## config.mk

```make
export PLATFORM = sky130hd
export DESIGN_NAME = kms_cell
export DESIGN_NICKNAME = d
export VERILOG_FILES = /design/src/hw/rtl/kway_merge_sorter_unit_defines.svh /design/src/hw/rtl/kms_pkg.sv /design/src/hw/rtl/kms_cell.sv
export SDC_FILE = /design/constraint.sdc
export NUM_CORES = 1
export LEC_CHECK = 0
export BUFFER_PORTS_ARGS = -buffer_cell sky130_fd_sc_hd__clkbuf_2
export CAP_MARGIN = 10
export CORE_MARGIN = 2
export CORE_UTILIZATION = 45
export CTS_BUF_LIST = sky130_fd_sc_hd__clkbuf_4 sky130_fd_sc_hd__clkbuf_8 sky130_fd_sc_hd__clkbuf_16
export CTS_CLUSTER_DIAMETER = 80
export CTS_CLUSTER_SIZE = 28
export DETAILED_ROUTE_END_ITERATION = 16
export GPL_ROUTABILITY_DRIVEN = 0
export PLACE_DENSITY = 0.75
export SLEW_MARGIN = 30
export SYNTH_ARGS = -nofsm -noshare
export SYNTH_HDL_FRONTEND = slang
export SYNTH_SLANG_ARGS = --single-unit
```

## constraint.sdc

```tcl
create_clock -name clk -period 4.39 [get_ports clk]
set_input_delay 0.6585 -clock clk [delete_from_list [all_inputs] [get_ports clk]]
set_output_delay 0.6585 -clock clk [all_outputs]
set_load 0.01 [all_outputs]
```

## src/hw/rtl/kway_merge_sorter_unit_defines.svh

```systemverilog
// ----------------------------------------------------------------------------
// kway merge sorter assertion macros
// shared concurrent assertion forms for the merge sorter rtl
// ----------------------------------------------------------------------------
`ifndef KWAY_MERGE_SORTER_UNIT_DEFINES_SVH
`define KWAY_MERGE_SORTER_UNIT_DEFINES_SVH

`ifndef SYNTH
`define KMS_ASSERT_SAME(label, clk, rst_n, ante, cons) \
  label: assert property (@(posedge clk) disable iff (!rst_n) (ante) |-> (cons)) \
    else $error("kms assertion failed");
`define KMS_ASSERT_NEXT(label, clk, rst_n, ante, cons) \
  label: assert property (@(posedge clk) disable iff (!rst_n) (ante) |=> (cons)) \
    else $error("kms assertion failed");
`else
`define KMS_ASSERT_SAME(label, clk, rst_n, ante, cons)
`define KMS_ASSERT_NEXT(label, clk, rst_n, ante, cons)
`endif

`endif

```

## src/hw/rtl/kms_pkg.sv

```systemverilog
// ----------------------------------------------------------------------------
// kms_pkg
// types, sizes and ordering function of the k-way merge sorter
// ----------------------------------------------------------------------------
package kms_pkg;

  localparam int MAX_ITEMS  = 64;
  localparam int NUM_LISTS  = 8;
  localparam int TAG_BITS   = 3;
  localparam int VALUE_BITS = 32;

  typedef struct packed {
    logic [TAG_BITS-1:0]          list_tag;
    logic signed [VALUE_BITS-1:0] value;
    logic                         last_item;
  } kms_in_t;

  typedef struct packed {
    logic signed [VALUE_BITS-1:0] sorted_value;
    logic [TAG_BITS-1:0]          source_tag;
    logic                         end_of_run;
  } kms_out_t;

  // what one cell shows its neighbors
  typedef struct packed {
    logic                         full;
    logic                         cond;
    logic signed [VALUE_BITS-1:0] value;
    logic [TAG_BITS-1:0]          tag;
  } kms_link_t;

  // broadcast from the control to every cell
  typedef struct packed {
    logic                         ins;
    logic                         shift;
    logic signed [VALUE_BITS-1:0] value;
    logic [TAG_BITS-1:0]          tag;
  } kms_ctrl_t;

  // true if item a must come out before item b
  function automatic logic kms_before(input logic signed [VALUE_BITS-1:0] a_val,
                                      input logic [TAG_BITS-1:0] a_tag,
                                      input logic signed [VALUE_BITS-1:0] b_val,
                                      input logic [TAG_BITS-1:0] b_tag);
    logic res;
    if (a_val != b_val) begin
      res = (a_val < b_val);
    end else begin
      res = (a_tag < b_tag);
    end
    return res;
  endfunction

endpackage

```

## src/hw/rtl/kms_cell.sv

```systemverilog
// ----------------------------------------------------------------------------
// kms_cell
// one sorted storage cell: insert by compare, shift up on insert, shift down
// on drain
// ----------------------------------------------------------------------------
module kms_cell
  import kms_pkg::*;
(
  input  logic      clk,
  input  logic      rst_n,
  input  kms_ctrl_t ctrl,
  input  kms_link_t prev,
  input  kms_link_t next,
  output kms_link_t self
);

  logic                         full_r;
  logic                         full_nxt;
  logic signed [VALUE_BITS-1:0] value_r;
  logic signed [VALUE_BITS-1:0] value_nxt;
  logic [TAG_BITS-1:0]          tag_r;
  logic [TAG_BITS-1:0]          tag_nxt;
  logic                         cond;

  assign cond = !full_r || kms_before(ctrl.value, ctrl.tag, value_r, tag_r);

  always_comb begin
    full_nxt  = full_r;
    value_nxt = value_r;
    tag_nxt   = tag_r;
    priority if (ctrl.shift) begin
      full_nxt  = next.full;
      value_nxt = next.value;
      tag_nxt   = next.tag;
    end else if (ctrl.ins) begin
      full_nxt = full_r | prev.full;
      if (cond && !prev.cond) begin
        value_nxt = ctrl.value;
        tag_nxt   = ctrl.tag;
      end else if (cond) begin
        value_nxt = prev.value;
        tag_nxt   = prev.tag;
      end
    end else begin
      full_nxt  = full_r;
      value_nxt = value_r;
      tag_nxt   = tag_r;
    end
  end

  always_ff @(posedge clk) begin
    if (!rst_n) begin
      full_r <= 1'b0;
    end else begin
      full_r <= full_nxt;
    end
  end

  always_ff @(posedge clk) begin
    value_r <= value_nxt;
    tag_r   <= tag_nxt;
  end

  assign self.full  = full_r;
  assign self.cond  = cond;
  assign self.value = value_r;
  assign self.tag   = tag_r;

endmodule

```

# Word level (Yosys, flattened, before mapping)
# Index checks and enable logic that the tools add are counted.
word_totals:
  register_bits: 36
  in_bits: 113
  output_inout_bits: 37
  wordCells: 25
op_classes:
  reduce_logical: 7
  n_mux: 11
  order_cmp: 2
  n_eq_ne: 1
  n_bitwise: 1
op_table:
  columns: ["cell", "n"]
  rows:
  - ["32-bit 2-to-1 mux", 4]
  - ["32-bit < comparator", 1]
  - ["32-bit inequality test", 1]
  - ["3-bit 2-to-1 mux", 4]
  - ["3-bit < comparator", 1]
  - ["1-bit 2-to-1 mux", 3]
  - ["3-bit nonzero test", 1]
  - ["1-bit zero test", 2]
  - ["2-bit AND reduction", 1]
  - ["2-bit nonzero test", 1]
  - ["1-bit logical AND", 1]
  - ["1-bit logical OR", 1]
  - ["1-bit bitwise OR", 1]

# Longest topological paths before layout
# Gate-level depths: netlist of run 1.
depth:
  ltp_word: 7
  mapped_depth: 13
  depth_no_buf: 10

# Worst setup path before layout of run 1
# OpenSTA, ideal clock, no wires.
synth_path:
  path_type: "input-to-reg"
  start: "in ctrl[34] (netlist name)"
  end: "reg tag_r[0] (enable)"
  stages: 11
  setup_slack_ns: 0.714
  path_buffers: 2
  t_required_ns: 3.999
  setup_time_ns: 0.391
  arrival_ns: 3.285
  path_cell_list: "ha_1 -> nand4_1 -> or4_4 -> nor2_4 -> nor2_2 -> o21ai_2 -> o31a_1 -> buf_6 -> and2_4 -> buf_12 -> a21o_1"
synth_via:
  elab_chain_len: 6
  elab_cells_between_ends: 7
  classes_between: "order compare: 1; eq/ne: 1; mux: 1; reduce/logical: 4"
synth_rtl:
  columns: ["element", "line", "text"]
  rows:
  - ["start: declaration", "kms_cell.sv:11", "input kms_ctrl_t ctrl,"]
  - ["32-bit < comparator or 32-bit inequality test (tied branches)", "kms_pkg.sv:47, kms_pkg.sv:46", null]
  - ["1-bit 2-to-1 mux *", "kms_pkg.sv:46", "if (a_val != b_val) begin"]
  - ["1-bit logical OR *", "kms_cell.sv:25", "assign cond = !full_r || kms_before(ctrl.value, ctrl.tag, value_r, tag_r);"]
  - ["1-bit logical AND", "kms_cell.sv:37", "if (cond && !prev.cond) begin"]
  - ["3-bit nonzero test (no line) *", null, null]
  - ["2-bit AND reduction (no line) *", null, null]
  - ["end signal: assignment", "kms_cell.sv:61", "tag_r <= tag_nxt;"]
  - ["end: declaration", "kms_cell.sv:21", "logic [TAG_BITS-1:0] tag_r;"]
# Mark *: on every way between the ends. The rest lies on a longest branch, timed or not.
# A chain may end at the register's enable or synchronous reset.

==> run_results.csv, run 1 <==
group,metric,value,unit
clocking,cts_resized,0,
clocking,cts_sinks,36,
global_route,grt-ovfl-total,0,
die,dieArea,0.00796,mm^2
clocking,cts_hold_buf,0,
place,portBuffers,148,
global_route,grt_pass1_vias,3181,
yosys,synth.area.top_cells,"edfxtp_1 (32%), ha_1 (13%), o211ai_2 (11%), a22oi_1 (7.8%), nand4_1 (7.7%)",
worst_hold_path,hold_end,"full_r",
pwr,switching_share,34.1,%
yosys,synth_edf_count,35,
final_layout,fin_util,57.6,%
sta,drv_slew,0,
routing,firstDrtPassIters,4,
worst_hold_path,hp-class,"in -> reg",
pwr,power.switching,0.000395,W
worst_setup_path,cpMostUsedCell,"clkbuf_2",
die,die_x,89.2,um
pwr,seqPwrFrac,39.8,%
clocking,clk_path_buf_depth,2,
place,dp_cells,566,
clocking,cts-buffers-inserted,5,
final_layout,drive_above_1_share,42.5,%
yosys,postSynthCellCount,340,
final_layout,antenna_cells,0,
die,core.rowCount,31,
clocking,clk_pin_slew,0.07,ns
sta,finClkSkew,0.0118,ns
yosys,synth.cell_area,0.00327,mm^2
worst_setup_path,reg2reg_slack,1.09,ns
pwr,p_leak,1.98,nW
clocking,clock_latency,0.29,ns
sta,fin_crit,3.57,ns
yosys,synth_seq_area_share,32.8,%
routing,ant_nets,0,
worst_setup_path,crit_arrival,2.92,ns
clocking,cts_tree,"done",
worst_setup_path,path_max_fanout,19,
yosys,synthFlopType,"edfxtp_1",
yosys,synth_top_family_by_area,"compound AO/OA/AOI/OAI gates",
sta,rsz0062_at_grt,"false",
yosys,synth_xor_area_share,0,%
die,die_y,89.2,um
global_route,antenna_found_initial,0,
sta,fin_setup_tns,0,ns
job,cap_violations,0,
global_route,grt_pass1_wl,14400,um
yosys,yosysWarningCount,0,
yosys,postSynthAreaPerCell,9.61,um^2
routing,finalWirelength,9320,um
worst_setup_path,endpoint_kind,"output port",
yosys,ys_top_cells_by_count,"nand2_1 (42), nand4_1 (40), inv_1 (38), edfxtp_1 (35)",
worst_setup_path,slowest_delay,0.63,ns
yosys,synth.top_cell.area_share,32.2,%
yosys,synth-compound-area-share,27.5,%
pwr,ir_drop,103,uV
pwr,p_clk_share,23.7,%
worst_setup_path,slowest_stage,"or4_4",
sta,relSlewSlack,37.4,%
worst_setup_path,crit_type,"in -> out",
pwr,powerDensity,282,mW/mm^2
worst_setup_path,worstReg2RegEnd,"value_r[17]",
global_route,grt_max_degree,42,
worst_setup_path,startpoint_type,"input pin",
worst_setup_path,crit_required,3.73,ns
yosys,async_reset_ff_share,0,%
worst_setup_path,crit_chain,"clkbuf_2 > ha_1 > nand4_1 > or4_4 > nor2_4 > nor2_2 > o21ai_2 > o31a_1 > and2_4 > clkbuf_2",
yosys,synth_top_area_cell,"edfxtp_1",
sta,finalHoldViolations,0,
yosys,synth_nets,487,
place,dp_hpwl,6940,um
worst_setup_path,r2r_cells,11,
yosys,synthMuxAreaShare,0,%
yosys,synth_cell_type_count,41,
yosys,synth_fa_ha_area_share,13.0,%
worst_setup_path,path_delay_family,"simple AND/OR/NAND/NOR gates",
sta,min_period_over_period,81.4,%
worst_hold_path,hold_start,"rst_n",
yosys,synth-simple-area-share,16.4,%
sta,worst_pin_slew,0.939,ns
pwr,combPwrFrac,36.5,%
die,core_area,0.00714,mm^2
global_route,grt_util_all_layers,23.2,%
clocking,post_cts_buffers,0,
worst_setup_path,crit_buf_inv,2,
yosys,yosysMostFrequentCell,"nand2_1",
worst_setup_path,worstReg2RegStart,"value_r[31]",
routing,wire_per_inst,16.2,um
routing,via_count,3204,
die,io_pins,150,
routing,avgViaCountPerCell,5.58,
routing,drc,0,
yosys,ys_ff_latch,36,
worst_hold_path,hold_path_depth,3,
sta,setup-violations-final,0,
routing,drt_iter0_drc,139,
clocking,htree_levels,2,
final_layout,syn2layout_area_growth,25.8,%
final_layout,fin_nets,621,
final_layout,fin_cells,574,
run_status,status,"finished, final reports clean",
final_layout,n_fill_cell,684,
pwr,p_int,0.000764,W
die,start_util,45.8,%
clocking,root_buffer,"clkbuf_8",
sta,fmax,0.280,GHz
[logic make-up after synthesis]
family,Yosys count
flip-flops,36
AO/OA/AOI/OAI,102
adder cells (fa/ha/maj),34
buffers and inverters,66
AND/OR/NAND/NOR,102
[registers in the layout, indices dropped and copies added (netlist names)]
name     flops
value_r     32
tag_r        3
full_r       1
[worst max-delay path by stage]
stage	slack, ns	start	to	cells past startpoint
floorplan	0.71	ctrl[34]	tag_r[0]	11
global placement	0.75	ctrl[34]	value_r[24]	11
detailed placement	0.68	ctrl[34]	value_r[25]	11
CTS	0.79	ctrl[34]	self[35]	10
global route	0.71	ctrl[34]	self[35]	10
finish	0.82	ctrl[34]	self[35]	10
[layer usage]
layer | track usage [%] | vias to the layer above | share of wire [%]
li1 | - | 1585 | -
met1 | 27.2 | 1477 | 41
met2 | 42.3 | 126 | 51
met3 | 3.97 | 16 | 5.9
met4 | 8.55 | 0 | 2.1
met5 | 0 | - | 0
[through the flow]
step,hold slack [ns],cell area [um^2],power (W),setup slack (ns)
2_1_floorplan,0.567,3270,0.000746,0.714
4_1_cts,0.580,4110,0.00117,0.792
3_5_place_dp,0.620,4010,0.000894,0.684
3_3_place_gp,0.606,4010,0.000878,0.749
6_report,0.588,4110,0.00116,0.816
5_1_grt,0.597,4110,0.00124,0.706
[power groups by stage]
stage,logic [W],clock network (W),registers [W]
after detailed placement,0.000425,0,0.000470
after CTS,0.000427,0.000280,0.000462
after floorplan,0.000258,0,0.000488
final,0.000423,0.000275,0.000461
after global routing,0.000477,0.000293,0.000467
after global placement,0.000410,0,0.000469
[tightest hold or removal path, stage by stage]
cell and delay (ns):
clkbuf_2 0.08, o21ai_0 0.06, a21oi_1 0.04
[layout by cell type (no fill, tap or decap), drive strengths merged, types with 3 or more instances in the layout]
cell type  instances
clkbuf           156
nand2             42
nand4             40
inv               39
o211ai            36
edfxtp            35
a22oi             34
ha                34
a21oi             16
nand3              6
buf                6
a21o               4
o21ai              4
nor2               4
nor3               3
[area by class of cell]
class	count	area (um^2)	area share, %
Clock buffer	8	104	2.53
Inverter	39	146	3.56
Multi-Input combinational cell	238	1870	45.4
Sequential cell	36	1070	26.1
Tap cell	99	124	3.01
Timing Repair Buffer	154	798	19.4
(Power assumes the default switching activity.)
==> inputs of run 2 (changes only) <==
- ABC_AREA: unset -> 1
- clock period: 4.39 -> 3.67 ns (I/O delays scaled with it)
==> run_results.csv, run 2 <==
group,metric,value,unit
run_status,status,"finished, final reports clean",
yosys,synth_xor_area_share,0,%
worst_setup_path,worstReg2RegStart,"value_r[31]",
yosys,synth_edf_count,35,
routing,finalWirelength,8360,um
sta,rsz0062_at_grt,"false",
die,die_x,89.5,um
die,core_area,0.00718,mm^2
yosys,synth_fa_ha_area_share,12.9,%
global_route,antenna_found_initial,0,
place,portBuffers,148,
die,core.rowCount,31,
worst_hold_path,hold_path_depth,3,
yosys,yosysMostFrequentCell,"nand2_1",
worst_hold_path,hp-class,"in -> reg",
worst_setup_path,path_delay_family,"simple AND/OR/NAND/NOR gates",
yosys,synth_top_family_by_area,"simple AND/OR/NAND/NOR gates",
worst_setup_path,crit_type,"reg -> out",
yosys,postSynthCellCount,467,
yosys,synth_top_area_cell,"edfxtp_1",
die,die_y,89.5,um
worst_setup_path,endpoint_kind,"output port",
place,dp_hpwl,6250,um
die,start_util,45.8,%
pwr,p_total,0.00127,W
clocking,cts-buffers-inserted,5,
sta,setup-violations-final,0,
global_route,grt_max_degree,38,
clocking,htree_levels,2,
sta,finalHoldViolations,0,
final_layout,drive_above_1_share,29.4,%
final_layout,largest_register,"value_r",
die,io_pins,150,
worst_setup_path,startpoint_type,"flip-flop",
clocking,post_cts_buffers,0,
yosys,async_reset_ff_share,0,%
yosys,synth.top_cell.area_share,32.0,%
yosys,synth.cell_area,0.00329,mm^2
worst_setup_path,path_max_fanout,14,
die,dieArea,0.00800,mm^2
routing,firstDrtPassIters,4,
clocking,clk_pin_slew,0.07,ns
worst_setup_path,slowest_delay,0.34,ns
worst_setup_path,crit_buf_inv,2,
sta,min_period_over_period,75.1,%
routing,drt_iter0_drc,96,
final_layout,layout_common_cells,"clkbuf_2 (148), nand2_1 (147), inv_1 (113)",
yosys,ys_top_cells_by_count,"nand2_1 (148), inv_1 (113), nand3_1 (63), edfxtp_1 (35), ha_1 (34)",
place,dp_slack,0.621,ns
clocking,clk_path_buf_depth,2,
clocking,cts_sinks,36,
final_layout,largest_register_ffs,32,
clocking,cts_resized,0,
worst_setup_path,crit_chain,"inv_1 > ha_1 > nand2_1 > nor2_2 > nand2_2 > nor3b_2 > nand2_1 > nand3_1 > nand3_2 > nand2_2 > clkbuf_2",
yosys,ys_ff_latch,36,
clocking,cts_tree,"done",
worst_hold_path,hold_end,"full_r",
final_layout,antenna_cells,0,
sta,fin_setup_tns,0,ns
yosys,synth.area.top_cells,"edfxtp_1 (32%), nand2_1 (17%), ha_1 (13%), inv_1 (13%), nand3_1 (9.6%)",
pwr,p_leak,2.58,nW
worst_setup_path,slowest_stage,"edfxtp_1",
routing,ant_nets,0,
worst_setup_path,r2r_cells,16,
pwr,ir_drop,130,uV
clocking,cts_hold_buf,0,
yosys,synth_seq_area_share,32.6,%
sta,drv_slew,0,
global_route,grt_util_all_layers,20.0,%
yosys,synth-simple-area-share,32.8,%
routing,drc,0,
sta,fin_hold_ws,0.504,ns
routing,avgViaCountPerCell,4.61,
sta,fin_ws,0.913,ns
global_route,grt_pass1_vias,2996,
yosys,postSynthAreaPerCell,7.04,um^2
sta,finClkSkew,0.0120,ns
clocking,root_buffer,"clkbuf_8",
final_layout,fin_nets,756,
yosys,synthMuxAreaShare,0,%
job,cap_violations,0,
worst_setup_path,crit_arrival,2.21,ns
yosys,synth-compound-area-share,3.73,%
worst_setup_path,crit_required,3.12,ns
routing,via_count,3267,
worst_hold_path,hold_start,"rst_n",
yosys,synth_nets,614,
clocking,clock_latency,0.29,ns
yosys,synth_cell_type_count,23,
sta,fmax,0.363,GHz
final_layout,fin_util,57.7,%
sta,fin_crit,2.76,ns
final_layout,top_regs,"value_r (32), tag_r (3), full_r (1)",
final_layout,mostFrequentLayoutCell,"clkbuf_2",
final_layout,n_fill_cell,721,
routing,wire_per_inst,11.8,um
yosys,synthFlopType,"edfxtp_1",
yosys,yosysWarningCount,0,
global_route,grt_pass1_wl,12600,um
global_route,grt-ovfl-total,0,
worst_setup_path,reg2reg_slack,0.94,ns
final_layout,syn2layout_area_growth,26.1,%
pwr,powerDensity,306,mW/mm^2
worst_setup_path,worstReg2RegEnd,"value_r[25]",
sta,relSlewSlack,53.2,%
sta,worst_pin_slew,0.700,ns
## run 2: tightest hold or removal path, stage by stage
cell and delay, ns:
clkbuf_2 0.08, o21ai_0 0.06, a21oi_1 0.05
## run 2: logic make-up after synthesis
logic type	after synthesis
and+or+nand+nor	240
buffers and inverters	134
DFF	36
adders and majority gates	34
AOI/OAI and AO/OA	23
## run 2: power by group
part           internal [W]  switching [W]  leakage (nW)  total [W]
combinational      0.000194       0.000265          2.17   0.000459
sequential         0.000511      0.0000242         0.368   0.000535
clock              0.000126       0.000148        0.0391   0.000273
## run 2: final cells by class
cell class	instances	area (um^2)	share of cell area, %
multi-input combinational	297	1630	39.3
sequential	36	1070	25.9
timing repair buffer	154	811	19.6
inverter	115	432	10.4
tap	99	124	2.99
clock buffer	5	68.8	1.66
clock inverter	2	7.51	0.181
## run 2: layer usage
metal	part of all wire, %	GRT usage (%)	up-vias
met4	0.96	5.70	0
met3	4.8	3.05	8
met1	44	22.9	1428
met2	50	38.0	101
met5	0	0	-
li1	-	-	1730
## run 2: how the worst max path moves through the flow
stage	depth (start not counted)	slack [ns]	start	end
6_report	11	0.91	value_r[31]	self[35]
4_1_cts	11	0.88	value_r[31]	self[35]
5_1_grt	11	0.62	value_r[31]	self[35]
2_1_floorplan	13	0.61	ctrl[34]	tag_r[0]
3_5_place_dp	16	0.62	ctrl[34]	value_r[29]
3_3_place_gp	16	0.66	ctrl[34]	value_r[14]
## run 2: metrics by stage
step	area (um^2)	std cells
2_1_floorplan	3290	467
3_3_place_gp	4070	701
3_5_place_dp	4070	701
4_1_cts	4140	708
5_1_grt	4140	708
6_report	4140	708
